File: config.mk
export PLATFORM = sky130hd
export DESIGN_NAME = rsrd_ctrl
export DESIGN_NICKNAME = d
export VERILOG_FILES = /design/src/rtl/reservoir_sampler_random_draw_top_defines.svh /design/src/rtl/rsrd_pkg.sv /design/src/rtl/rsrd_ctrl.sv
export SDC_FILE = /design/constraint.sdc
export NUM_CORES = 1
export LEC_CHECK = 0
export BUFFER_PORTS_ARGS = -buffer_cell sky130_fd_sc_hd__buf_4
export CAP_MARGIN = 0
export CORE_MARGIN = 8
export CORE_UTILIZATION = 37
export DETAILED_ROUTE_END_ITERATION = 6
export MAX_ROUTING_LAYER = met4
export PLACE_DENSITY = 0.69
export SLEW_MARGIN = 20
export SYNTH_ARGS = -nofsm -noshare
export SYNTH_HDL_FRONTEND = slang
export SYNTH_SLANG_ARGS = --single-unit
File: constraint.sdc
create_clock -name clk -period 1.6 [get_ports clk]
set_input_delay 0.4 -clock clk [delete_from_list [all_inputs] [get_ports clk]]
set_output_delay 0.4 -clock clk [all_outputs]
set_load 0.01 [all_outputs]
File: src/rtl/reservoir_sampler_random_draw_top_defines.svh
// Assertion macros for the reservoir sampler checks.
`ifndef RESERVOIR_SAMPLER_RANDOM_DRAW_TOP_DEFINES_SVH
`define RESERVOIR_SAMPLER_RANDOM_DRAW_TOP_DEFINES_SVH
`ifndef SYNTHESIS
`define RSRD_ASSERT(lbl, prop) \
  lbl: assert property (@(posedge clk) disable iff (rst) prop) \
    else $error("reservoir sampler check failed");
`define RSRD_ASSERT_ALWAYS(lbl, prop) \
  lbl: assert property (@(posedge clk) prop) \
    else $error("reservoir sampler check failed");
`else
`define RSRD_ASSERT(lbl, prop)
`define RSRD_ASSERT_ALWAYS(lbl, prop)
`endif
`endif

File: src/rtl/rsrd_pkg.sv
// Shared constants, codes and controller/datapath types of the reservoir sampler.
package rsrd_pkg;

  localparam int POOL_DEPTH  = 256;
  localparam int MAP_TILES   = 65536;
  localparam int MAX_WANT    = 64;
  localparam int POOL_ADDR_W = $clog2(POOL_DEPTH);
  localparam int POOL_CNT_W  = $clog2(POOL_DEPTH + 1);
  localparam int MAP_ADDR_W  = $clog2(MAP_TILES);
  localparam int TILE_W      = 16;
  localparam int WANT_W      = 7;
  localparam int CAP_W       = 9;
  localparam int RAND_W      = 15;
  localparam int DIV_CNT_W   = $clog2(RAND_W + 1);

  localparam logic [31:0] LCG_MUL = 32'd1103515245;
  localparam logic [31:0] LCG_INC = 32'd12345;

  typedef enum logic [1:0] {
    KIND_OFFER   = 2'd0,
    KIND_DRAW    = 2'd1,
    KIND_MARK    = 2'd2,
    KIND_RESTART = 2'd3
  } kind_t;

  typedef enum logic {
    CFG_CAPACITY = 1'b0,
    CFG_SEED     = 1'b1
  } cfg_index_t;

  typedef struct packed {
    logic load;
    logic clr_step;
    logic seen_inc;
    logic append;
    logic rng_step;
    logic div_start;
    logic div_draw;
    logic rep_wr;
    logic restart;
    logic mark_wr;
    logic draw_init;
    logic rd_last;
    logic latch_t;
    logic swap_wr;
    logic place;
    logic finish;
  } ctrl_cmd_t;

  typedef struct packed {
    kind_t kind;
    logic  clr_last;
    logic  below_cap;
    logic  div_busy;
    logic  j_lt_cap;
    logic  want_zero;
    logic  rem_zero;
    logic  placed_full;
    logic  occ_busy;
  } ctrl_sts_t;

endpackage

File: src/rtl/rsrd_ctrl.sv
// Controller state machine of the reservoir sampler.
module rsrd_ctrl
  import rsrd_pkg::*;
(
  input  logic      clk,
  input  logic      rst,
  input  logic      start,
  output logic      busy,
  input  ctrl_sts_t sts,
  output ctrl_cmd_t cmd
);

  typedef enum logic [3:0] {
    ST_CLEAR,
    ST_IDLE,
    ST_EXEC,
    ST_OFF_DIVS,
    ST_OFF_DIVW,
    ST_OFF_WR,
    ST_DRW_CHK,
    ST_DRW_DIVS,
    ST_DRW_DIVW,
    ST_DRW_RDP,
    ST_DRW_RDL,
    ST_DRW_SWP,
    ST_DRW_OCC,
    ST_DRW_FIN
  } state_t;

  state_t state;
  state_t state_next;

  assign busy = (state != ST_IDLE);

  always_ff @(posedge clk) begin
    if (rst) begin
      state <= ST_CLEAR;
    end else begin
      state <= state_next;
    end
  end

  always_comb begin
    cmd        = '0;
    state_next = state;
    unique case (state)
      ST_CLEAR: begin
        cmd.clr_step = 1'b1;
        if (sts.clr_last) begin
          state_next = ST_IDLE;
        end
      end
      ST_IDLE: begin
        if (start) begin
          cmd.load   = 1'b1;
          state_next = ST_EXEC;
        end
      end
      ST_EXEC: begin
        unique case (sts.kind)
          KIND_OFFER: begin
            cmd.seen_inc = 1'b1;
            if (sts.below_cap) begin
              cmd.append = 1'b1;
              state_next = ST_IDLE;
            end else begin
              cmd.rng_step = 1'b1;
              state_next   = ST_OFF_DIVS;
            end
          end
          KIND_DRAW: begin
            cmd.draw_init = 1'b1;
            state_next    = ST_DRW_CHK;
          end
          KIND_MARK: begin
            cmd.mark_wr = 1'b1;
            state_next  = ST_IDLE;
          end
          KIND_RESTART: begin
            cmd.restart = 1'b1;
            state_next  = ST_IDLE;
          end
        endcase
      end
      ST_OFF_DIVS: begin
        cmd.div_start = 1'b1;
        state_next    = ST_OFF_DIVW;
      end
      ST_OFF_DIVW: begin
        if (!sts.div_busy) begin
          state_next = ST_OFF_WR;
        end
      end
      ST_OFF_WR: begin
        cmd.rep_wr = sts.j_lt_cap;
        state_next = ST_IDLE;
      end
      ST_DRW_CHK: begin
        if (sts.want_zero || sts.rem_zero || sts.placed_full) begin
          state_next = ST_DRW_FIN;
        end else begin
          cmd.rng_step = 1'b1;
          state_next   = ST_DRW_DIVS;
        end
      end
      ST_DRW_DIVS: begin
        cmd.div_start = 1'b1;
        cmd.div_draw  = 1'b1;
        state_next    = ST_DRW_DIVW;
      end
      ST_DRW_DIVW: begin
        if (!sts.div_busy) begin
          state_next = ST_DRW_RDP;
        end
      end
      ST_DRW_RDP: begin
        state_next = ST_DRW_RDL;
      end
      ST_DRW_RDL: begin
        cmd.latch_t = 1'b1;
        cmd.rd_last = 1'b1;
        state_next  = ST_DRW_SWP;
      end
      ST_DRW_SWP: begin
        cmd.swap_wr = 1'b1;
        state_next  = ST_DRW_OCC;
      end
      ST_DRW_OCC: begin
        cmd.place  = !sts.occ_busy;
        state_next = ST_DRW_CHK;
      end
      ST_DRW_FIN: begin
        cmd.finish = 1'b1;
        state_next = ST_IDLE;
      end
      default: begin
        state_next = ST_IDLE;
      end
    endcase
  end

endmodule

After elaboration in Yosys (flattened, before gate mapping)

Index checks and enable logic that the tools add are counted.

Register bits: 4
Word-level logic and storage cells: 58

Reduce and logical (&&, ||, !) cells: 8
Equality and inequality tests: 21
Multiplexer cells: 28

Operator list:

| cell                                                                     | number |
|---|---|
| 4-bit one-hot mux with 12 select lines                                   | 1 |
| 4-bit equality test (second input constant)                              | 6 |
| 4-bit 2-to-1 mux                                                         | 5 |
| 4-bit by 3-bit equality test with 1-bit output (second input constant)   | 4 |
| 1-bit 2-to-1 mux                                                         | 15 |
| 4-bit one-hot mux with 3 select lines                                    | 1 |
| 4-bit by 2-bit equality test with 1-bit output (second input constant)   | 2 |
| 2-bit inequality test (second input constant)                            | 4 |
| 2-bit 2-to-1 mux                                                         | 3 |
| 3-bit 2-to-1 mux                                                         | 2 |
| 2-bit equality test (second input constant)                              | 2 |
| 4-bit by 1-bit equality test with 1-bit output (second input constant)   | 1 |
| 4-bit logical NOT                                                        | 1 |
| 4-bit by 1-bit inequality test with 1-bit output (second input constant) | 1 |
| 4-bit AND reduction                                                      | 1 |
| 2-bit OR reduction                                                       | 2 |
| 2-bit by 1-bit equality test with 1-bit output (second input constant)   | 1 |
| 2-bit logical NOT                                                        | 1 |
| 1-bit logical OR                                                         | 2 |
| 1-bit one-hot mux with 2 select lines                                    | 1 |
| 1-bit logical NOT                                                        | 1 |

Logic depth before layout (Yosys ltp)

Gate-level depths: netlist of run 1.

Depth after elaboration: 4
Depth in mapped cells: 5
Depth with buffers taken out: 4

Least setup slack after synthesis of run 1

Ideal clock, no wire load.

Kind: reg2out
Start: reg state[0]
End: out cmd[11] in the netlist's numbering
Slack: -394 ps
Cell stages (with the launch flop): 6
Buffers on the path: 1
Arrival time: 1,594 ps
Required time: 1,200 ps
Cells stage by stage: dfxtp_1 > buf_6 > or4b_4 > nor3_2 > a21oi_1 > nor3b_1

RTL lines:

| element                  | RTL line        | source |
|---|---|---|
| start: declaration       | rsrd_ctrl.sv:30 | `state_t state;` |
| start signal: assignment | rsrd_ctrl.sv:39 | `state <= state_next;` |
| end: declaration         | rsrd_ctrl.sv:10 | `output ctrl_cmd_t cmd` |

==> results of run 1 <==
-- layout by cell type (no fill, tap or decap), drive strengths merged, types with 2 or more instances in the layout --
cell type	instances
nor2	8
nor3	4
nand2	5
clkbuf	3
nor2b	4
o21ai	2
nand2b	6
buf	47
dfxtp	4
a21oi	6
inv	3
and3	3
nor4	3
-- worst register-to-register path, stage by stage (launching register included) --
cell      delay, ns
dfxtp_2        0.33
or4b_4         0.54
buf_4          0.15
buf_6          0.12
o32ai_2        0.18
a21oi_1        0.07
and4bb_1       0.27
-- kinds of logic (layout without fill, tap and decap cells) --
kind of cell	count (synthesis)	in the layout	synth area share
flops	4	4	0.164
compound gates	19	19	0.276
mux	1	1	0.0205
simple gates	38	38	0.448
buf+inv	9	53	0.0921
-- what timing repair did --
action	CTS	global route
hold buffers	0	0
gates resized for setup	7	25
cloned	1	0
endpoints found under the setup margin	11	17
pin swaps	2	5
setup buffers	2	8
endpoints found under the hold margin	0	0
-- per-stage QoR --
| stage | worst slack (ns) | area, sq um | total power [mW] |
|---|---|---|---|
| floorplan | -0.271 | 507 | 0.196 |
| global placement | -0.165 | 761 | 0.256 |
| detailed placement | -0.184 | 761 | 0.257 |
| CTS | -0.414 | 832 | 0.388 |
| global route | -0.504 | 1000 | 0.460 |
| finish | -0.433 | 1000 | 0.434 |
-- layer usage --
layer | wire length [um] | vias to the layer above | track usage
met3 | 131 | 2 | 0.0313
met5 | 0 | - | -
met4 | 23 | 0 | 0.0733
met2 | 1060 | 27 | 0.204
met1 | 769 | 321 | 0.133
li1 | - | 348 | -
-- power breakdown --
group / switching, mW / total, mW / internal (mW)
clock network: 0.0353 / 0.119 / 0.0835
registers: 0.00480 / 0.111 / 0.107
logic: 0.0975 / 0.204 / 0.106
-- path summary, 6_finish.rpt --
check,from,endpoint,slack [ns],depth (start not counted)
setup / recovery,state[0]$_SDFFE_PP0P_,cmd[12],-0.43,5
hold / removal,rst,state[3]$_SDFFE_PP0P_,0.34,2
setup reg to reg,state[0]$_SDFFE_PP0P_,state[1]$_SDFFE_PP0P_,-0.13,6
hold reg to reg,state[1]$_SDFFE_PP0P_,state[3]$_SDFFE_PP0P_,0.65,3
-- area by class of cell --
type | instances | share of cell area
timing repair buffer | 47 | 0.396
clock buffer | 3 | 0.0225
multi-input combinational | 58 | 0.468
tap | 15 | 0.0188
inverter | 3 | 0.0113
sequential | 4 | 0.0837
==> flow_summary.json, run 1 <==
{
  "dieWidth_um": 52.4,
  "clock_sinks": 4,
  "cp_cell_sequence": "or4b_4, buf_4, buf_6, nor4_4, buf_4",
  "initial_core_util": 0.386,
  "coreArea_sq_mm": 0.00127,
  "place_congestion": 0.816,
  "antenna_found_initial": 0,
  "io_pins": 30,
  "timing.hold.ws_ns": 0.341,
  "grt-ovfl-total": 0,
  "crit_path_max_incr_delay_ns": 0.54,
  "synthToLayoutAreaGrowth_pct": 105,
  "yosysSeqAreaShare": 0.164,
  "finalHoldViolations": 0,
  "ctsRootBufferMaster": "clkbuf_4",
  "grt_start_max_net_pins": 19,
  "cp_top_family": "simple AND/OR/NAND/NOR gates",
  "portBuffers": 29,
  "syn_area_sq_um": 489,
  "routed_wl_um": 1980,
  "rsz0062_at_grt": "yes",
  "ys_ff_latch": 4,
  "die_height_um": 52.4,
  "tns_ns": -2.22,
  "grt.total_usage": 0.125,
  "synthesis.nets": 84,
  "synthFlopType": "dfxtp_1",
  "fmax_mhz": 492,
  "wl_per_cell_um": 15.3,
  "top_register": "state",
  "setup_viol": 13,
  "p_leak_nw": 0.454,
  "clkTransAtPathRegs_ns": 0.03,
  "fillerInstances": 89,
  "crit_path_end_kind": "output pin",
  "worstPathMaxFanout": 3,
  "cts_buffer_depth": 2,
  "crit_path_start_kind": "flop",
  "max_slew.worst_pin.slew_ns": 0.381,
  "crit_path_top_delay_cell": "or4b_4",
  "place_hpwl_um": 1250,
  "dieArea_sq_mm": 0.00274,
  "stdcell_count": 130,
  "cts_tree": "done",
  "first_iter_violations": 17,
  "viasPerCell": 5.37,
  "synthArstFlopShare": 0,
  "grt_pass1_wl_um": 2640,
  "setup_slack_ns": -0.433,
  "yosys-top-cells-count": "8 x nor2_1, 6 x a21oi_1, 6 x nand2b_1, 5 x nand2_1",
  "synth.most_common_cell": "nor2_1",
  "run_status": "complete, but fails checks",
  "finalNetCount": 130,
  "drtPass1Iterations": 4,
  "slew_viol_final": 0,
  "fp-row-count": 13,
  "regArea_sq_um": 83.8,
  "reg_top3": "state x4",
  "clock_latency_ns": 0.23,
  "relSlewSlack": 0.740,
  "cp_common_cell": "buf_4",
  "h-tree-depth": 1,
  "period_minus_slack_ns": 2.03,
  "violations": "setup timing",
  "synth_cell_types": 33,
  "largest_reg_flops": 4,
  "netlist_top_cells_area": "dfxtp_1 16%, nand2b_1 7.7%, a21oi_1 6.1%, nor2_1 6.1%, nor2b_1 5.1%",
  "crit_buf_inv": 3,
  "yosysTopAreaCellShare": 0.164,
  "worstPathArrival_ns": 1.63,
  "ir_drop_uv": 434,
  "antenna_cells": 0,
  "yosysWarnings": 0,
  "ant_nets": 0,
  "drv_cap": 0,
  "grt_pass1_vias": 621,
  "cts_made_buffers": 3,
  "yosysTopAreaCell": "dfxtp_1",
  "fin_skew_ns": 0.00216,
  "fin_util": 0.789,
  "avgSynthCellArea_sq_um": 6.89,
  "worstPathRequired_ns": 1.20,
  "drive_gt1_frac": 0.591,
  "routed-via-count": 698,
  "synth_cells": 71,
  "post-route-period-util": 1.27,
  "dp.cells": 116,
  "hold_class": "in -> reg",
  "p_per_area_mw_per_mm2": 434,
  "multi_input_area_sq_um": 468,
  "synth_edf_count": 0,
  "drc": 0,
  "path_class": "reg -> out"
}
Note: power is estimated with default switching activity, not from simulation.
==> run 2, diff against run 1 <==
--- a/config.mk
+++ b/config.mk
@@ -6,12 +6,13 @@
 export NUM_CORES = 1
 export LEC_CHECK = 0
 export BUFFER_PORTS_ARGS = -buffer_cell sky130_fd_sc_hd__buf_4
-export CAP_MARGIN = 0
+export CELL_PAD_IN_SITES_DETAIL_PLACEMENT = 1
+export CELL_PAD_IN_SITES_GLOBAL_PLACEMENT = 1
 export CORE_MARGIN = 8
-export CORE_UTILIZATION = 37
+export CORE_UTILIZATION = 24
 export DETAILED_ROUTE_END_ITERATION = 6
 export MAX_ROUTING_LAYER = met4
-export PLACE_DENSITY = 0.69
+export PLACE_DENSITY = 0.68
 export SLEW_MARGIN = 20
 export SYNTH_ARGS = -nofsm -noshare
 export SYNTH_HDL_FRONTEND = slang
==> constraint.sdc (replaced) <==
create_clock -name clk -period 1.6 [get_ports clk]
set_input_delay 0.48 -clock clk [delete_from_list [all_inputs] [get_ports clk]]
set_output_delay 0.48 -clock clk [all_outputs]
set_load 0.01 [all_outputs]
==> run 2 against run 1 <==
Compared with the run above:
- the flow still finishes with violations (setup timing)
- cell area shrank 4.3%
- critical path depth unchanged
- fmax is 5.3% lower
- clock power is essentially flat
- setup slack lost 0.11 ns
- global-route usage down 0.22 points
- hold slack improved by 0.091 ns
- combinational power decreased by 12%
- via count up 1.3%
- utilization down 30 points
- sequential share of layout area is 0.24 points higher
==> flow_summary.json, run 2 (same netlist as run 1, synthesis figures left out) <==
{
  "dieArea_sq_mm": 0.00374,
  "cp_top_family": "simple AND/OR/NAND/NOR gates",
  "setup_viol": 16,
  "crit_path_end_kind": "output pin",
  "grt_pass1_vias": 728,
  "slew_viol_final": 0,
  "power_frac_seq": 0.267,
  "p_per_area_mw_per_mm2": 426,
  "grt_start_max_net_pins": 19,
  "grt-ovfl-total": 0,
  "drtPass1Iterations": 4,
  "reg_top3": "state x4",
  "clock_sinks": 4,
  "cts_tree": "done",
  "ir_drop_uv": 460,
  "fillerInstances": 248,
  "cts_buffer_depth": 2,
  "place_congestion": 0.771,
  "max_slew.worst_pin.slew_ns": 0.334,
  "p_comb_frac": 0.441,
  "power_mw": 0.408,
  "period_minus_slack_ns": 2.15,
  "worstPathMaxFanout": 2,
  "largest_reg_flops": 4,
  "portBuffers": 29,
  "top_register": "state",
  "io_pins": 30,
  "wl_per_cell_um": 16.0,
  "viasPerCell": 4.94,
  "pwr-share-clk": 0.293,
  "grt.total_usage": 0.123,
  "h-tree-depth": 1,
  "worstPathRequired_ns": 1.12,
  "hold_class": "in -> reg",
  "clock_latency_ns": 0.23,
  "coreArea_sq_mm": 0.00194,
  "crit_buf_inv": 1,
  "layout_common_cells": "44 x buf_4, 7 x nor2_1, 6 x a21oi_1",
  "antenna_cells": 0,
  "drv_cap": 0,
  "synthToLayoutAreaGrowth_pct": 95.9,
  "final_common_cell": "buf_4",
  "p_leak_nw": 0.432,
  "grt_pass1_wl_um": 3390,
  "dieWidth_um": 61.2,
  "fp-row-count": 16,
  "rsz0062_at_grt": "yes",
  "post-route-period-util": 1.34,
  "run_status": "complete, but fails checks",
  "relSlewSlack": 0.777,
  "fmax_mhz": 466,
  "drive_gt1_frac": 0.569,
  "fin_area_sq_um": 958,
  "finalHoldViolations": 0,
  "cp_cell_sequence": "or4b_4, nor3_4, a21oi_1, nor3b_2, buf_4",
  "crit_path_start_kind": "flop",
  "fin_skew_ns": 0.00260,
  "ctsRootBufferMaster": "clkbuf_4",
  "setup_slack_ns": -0.547,
  "routed-via-count": 707,
  "place_area_sq_um": 813,
  "finalNetCount": 131,
  "path_class": "reg -> out",
  "die_height_um": 61.2,
  "p_int_mw": 0.279,
  "crit_path_max_incr_delay_ns": 0.56,
  "crit_path_top_delay_cell": "or4b_4",
  "power_switching_mw": 0.129,
  "violations": "setup timing",
  "place_hpwl_um": 1630,
  "initial_core_util": 0.252,
  "tns_ns": -3.24,
  "p_sw_frac": 0.316,
  "antenna_found_initial": 0,
  "worstPathArrival_ns": 1.67,
  "clkTransAtPathRegs_ns": 0.03,
  "cts_made_buffers": 3,
  "drc": 0,
  "routed_wl_um": 2290,
  "ant_nets": 0,
  "first_iter_violations": 15
}
-- run 2: changes by cell type in the layout (fill, tap and decap cells not counted), sizes merged --
| cell | before | now |
|---|---|---|
| buf | 47 | 48 |
-- run 2: final cells by class --
class                   instances  area [sq um]  share of cell area
clock buffers                   3          22.5              0.0235
multi-input cells              58           433               0.452
well taps                      27          33.8              0.0352
repair buffers                 48           375               0.392
inverters                       3          11.3              0.0117
flip-flops and latches          4          82.6              0.0862
-- run 2: power groups by stage --
stage / logic [mW] / clock network (mW) / registers (mW)
floorplan: 0.0863 / 0 / 0.110
global placement: 0.157 / 0 / 0.110
detailed placement: 0.160 / 0 / 0.110
CTS: 0.171 / 0.128 / 0.109
global route: 0.193 / 0.133 / 0.109
finish: 0.180 / 0.119 / 0.109
-- run 2: final timing paths --
| kind | slack [ns] | cells after the start | to | startpoint |
|---|---|---|---|---|
| worst max register to register | -0.17 | 6 | state[1]$_SDFFE_PP0P_ | state[2]$_SDFFE_PP0P_ |
| worst min-delay path | 0.43 | 2 | state[3]$_SDFFE_PP0P_ | rst |
| worst max-delay path | -0.55 | 5 | cmd[11] | state[2]$_SDFFE_PP0P_ |
| worst min register to register | 0.71 | 3 | state[3]$_SDFFE_PP0P_ | state[2]$_SDFFE_PP0P_ |
-- run 2: layer usage --
metal	vias up	part of all wire	global-route usage
met2	14	0.56	0.228
met5	-	0	-
met3	0	0.032	0.0104
li1	349	-	-
met1	344	0.41	0.128
met4	0	0	0.0498
-- run 2: what timing repair did --
item,in CTS,in global routing
pin swaps,1,1
setup endpoints to repair,18,19
gates resized for setup,9,8
buffers inserted,7,2
hold buffers,0,0
endpoints found under the hold margin,0,0
-- run 2: stage by stage --
| stage | utilization | setup WS [ns] | std cells | hold slack [ns] |
|---|---|---|---|---|
| 3_3_place_gp | 0.419 | -0.336 | 133 | 0.674 |
| 5_1_grt | 0.494 | -0.623 | 143 | 0.438 |
| 2_1_floorplan | - | -0.351 | 71 | 0.504 |
| 6_report | 0.494 | -0.547 | 143 | 0.432 |
| 3_5_place_dp | 0.419 | -0.361 | 133 | 0.678 |
| 4_1_cts | 0.476 | -0.507 | 143 | 0.427 |
==> run 3, diff against run 2 <==
--- a/config.mk
+++ b/config.mk
@@ -12,7 +12,7 @@
 export CORE_UTILIZATION = 24
 export DETAILED_ROUTE_END_ITERATION = 6
 export MAX_ROUTING_LAYER = met4
-export PLACE_DENSITY = 0.68
+export PLACE_DENSITY_LB_ADDON = 0.1
 export SLEW_MARGIN = 20
 export SYNTH_ARGS = -nofsm -noshare
 export SYNTH_HDL_FRONTEND = slang
==> run 3 against run 2 <==
Compared with the run above:
- the flow still finishes with violations (setup timing)
- clock skew shrank 0.0015 ns
- cell count grew 3.5%
- critical path depth grew 1
- clock power shrank 3%
- routed wire length grew 4.9%
- fmax shrank 1.0%
- setup slack lost 0.022 ns
- clock-buffer cell count is the same
- global-route usage grew 0.44 points
- critical endpoint is now cmd[13]
- largest cell class unchanged
==> flow_summary.json, run 3 (same netlist as run 1, synthesis figures left out) <==
{
  "run_status": "complete, but fails checks",
  "layout_common_cells": "46 x buf_4, 6 x nor2_1, 5 x buf_6",
  "drive_gt1_frac": 0.661,
  "clock_latency_ns": 0.22,
  "top_register": "state",
  "cts_tree": "done",
  "fillerInstances": 252,
  "pwr-share-clk": 0.262,
  "cp_top_family": "simple AND/OR/NAND/NOR gates",
  "tns_ns": -3.64,
  "power_frac_seq": 0.250,
  "dieArea_sq_mm": 0.00374,
  "cts.hold.buffers_added": 0,
  "clkTransAtPathRegs_ns": 0.03,
  "period_minus_slack_ns": 2.17,
  "worstPathRequired_ns": 1.12,
  "io_pins": 30,
  "worstPathArrival_ns": 1.69,
  "power_switching_mw": 0.140,
  "ir_drop_uv": 586,
  "relSlewSlack": 0.774,
  "p_per_area_mw_per_mm2": 406,
  "place_congestion": 0.803,
  "finalNetCount": 136,
  "regArea_sq_um": 82.6,
  "violations": "setup timing",
  "grt_pass1_vias": 753,
  "p_int_mw": 0.300,
  "cp_common_cell": "buf_4",
  "p_sw_frac": 0.319,
  "drv_cap": 0,
  "drc": 0,
  "grtUsageMet3": 0.0146,
  "timing.hold.ws_ns": 0.443,
  "crit_buf_inv": 4,
  "crit_path_top_delay_cell": "or4b_4",
  "hold_class": "in -> reg",
  "drtPass1Iterations": 3,
  "h-tree-depth": 1,
  "wl_per_cell_um": 16.3,
  "path_class": "reg -> out",
  "rr_startpoint": "state[3]$_SDFFE_PP0P_",
  "power_mw": 0.440,
  "routed-via-count": 743,
  "setup_viol": 17,
  "place_hpwl_um": 1540,
  "p_leak_nw": 0.480,
  "setup_slack_ns": -0.569,
  "grt.total_usage": 0.127,
  "dieWidth_um": 61.2,
  "cp_cell_sequence": "or4b_4, nor3_4, buf_4, buf_4, buf_4, buf_4",
  "clock_sinks": 4,
  "grt_pass1_wl_um": 3570,
  "rsz0062_at_grt": "yes",
  "slew_viol_final": 0,
  "grt-ovfl-total": 0,
  "crit_path_start_kind": "flop",
  "cp-startpoint": "state[3]$_SDFFE_PP0P_",
  "fin_skew_ns": 0.00107,
  "reg_top3": "state x4",
  "place_area_sq_um": 813,
  "initial_core_util": 0.252,
  "crit_path_max_incr_delay_ns": 0.58,
  "ant_nets": 0,
  "grt_start_max_net_pins": 19,
  "synthToLayoutAreaGrowth_pct": 122,
  "viasPerCell": 5.02,
  "busiest_layer": "met2",
  "finalHoldViolations": 0,
  "crit_path_end_kind": "output pin",
  "fp-row-count": 16,
  "cts_made_buffers": 3,
  "fin_area_sq_mm": 0.00108,
  "cts_buffer_depth": 2,
  "die_height_um": 61.2,
  "portBuffers": 29,
  "min_from": "rst",
  "antenna_found_initial": 0,
  "post-route-period-util": 1.36,
  "antenna_cells": 0,
  "multi_input_area_sq_um": 490,
  "final_common_cell": "buf_4",
  "p_comb_frac": 0.488,
  "ctsRootBufferMaster": "clkbuf_4",
  "fmax_mhz": 461,
  "max_slew.worst_pin.slew_ns": 0.339,
  "pre_cts_slack_ns": -0.380,
  "coreArea_sq_mm": 0.00194,
  "worstPathMaxFanout": 3,
  "largest_reg_flops": 4,
  "first_iter_violations": 8,
  "use_met1": 0.133,
  "gr-usage-met2": 0.248,
  "routed_wl_um": 2410
}
## run 3: cell types whose count changed in the layout (fill, tap and decap cells not counted), moves of 2 or more
cell / change
a21oi_1: -2
a21oi_2: +2
buf_4: +2
nand2b_1: -2
nand2b_4: +2
## run 3: layout make-up
class                      instances  share of cell area
sequential                         4              0.0761
inverter                           3              0.0104
clock buffer                       3              0.0208
tap                               27              0.0311
multi-input combinational         58               0.452
timing repair buffer              53               0.409
## run 3: final timing paths
path | cells past startpoint | endpoint | slack, ns
worst max-delay path | 6 | cmd[13] | -0.57
worst min-delay path | 2 | state[0]$_SDFFE_PP0P_ | 0.44
worst max register to register | 6 | state[1]$_SDFFE_PP0P_ | -0.17
worst min register to register | 3 | state[3]$_SDFFE_PP0P_ | 0.73
## run 3: power by group through the flow
stage | Combinational [mW] | Clock (mW) | Sequential, mW
detailed placement | 0.160 | 0 | 0.110
global placement | 0.155 | 0 | 0.109
CTS | 0.187 | 0.123 | 0.109
finish | 0.215 | 0.115 | 0.110
floorplan | 0.0863 | 0 | 0.110
global route | 0.231 | 0.124 | 0.111
## run 3: routing by layer
| layer | part of all wire | wire, um |
|---|---|---|
| met5 | 0 | 0 |
| met4 | 0 | 0 |
| met3 | 0.025 | 61 |
| met2 | 0.56 | 1360 |
| met1 | 0.41 | 989 |
## run 3: through the flow
stage	util	instances
6_report	0.559	148
5_1_grt	0.559	148
4_1_cts	0.512	145
3_5_place_dp	0.419	133
3_3_place_gp	0.419	133
2_1_floorplan	-	71
## run 3: worst reg2reg max path, cell delays in order (launching register included)
cell and delay (ns):
dfxtp_1 0.31, or4b_4 0.58, buf_4 0.16, buf_6 0.10, o32ai_2 0.23, a21oi_1 0.07
and4bb_1 0.25
## run 3: timing repair
action                                  in CTS  in global routing
endpoints found under the setup margin      17                 19
buffers inserted                             8                  3
pin swaps                                    4                  4
resized for setup                           12                 20
cloned                                       1                  0
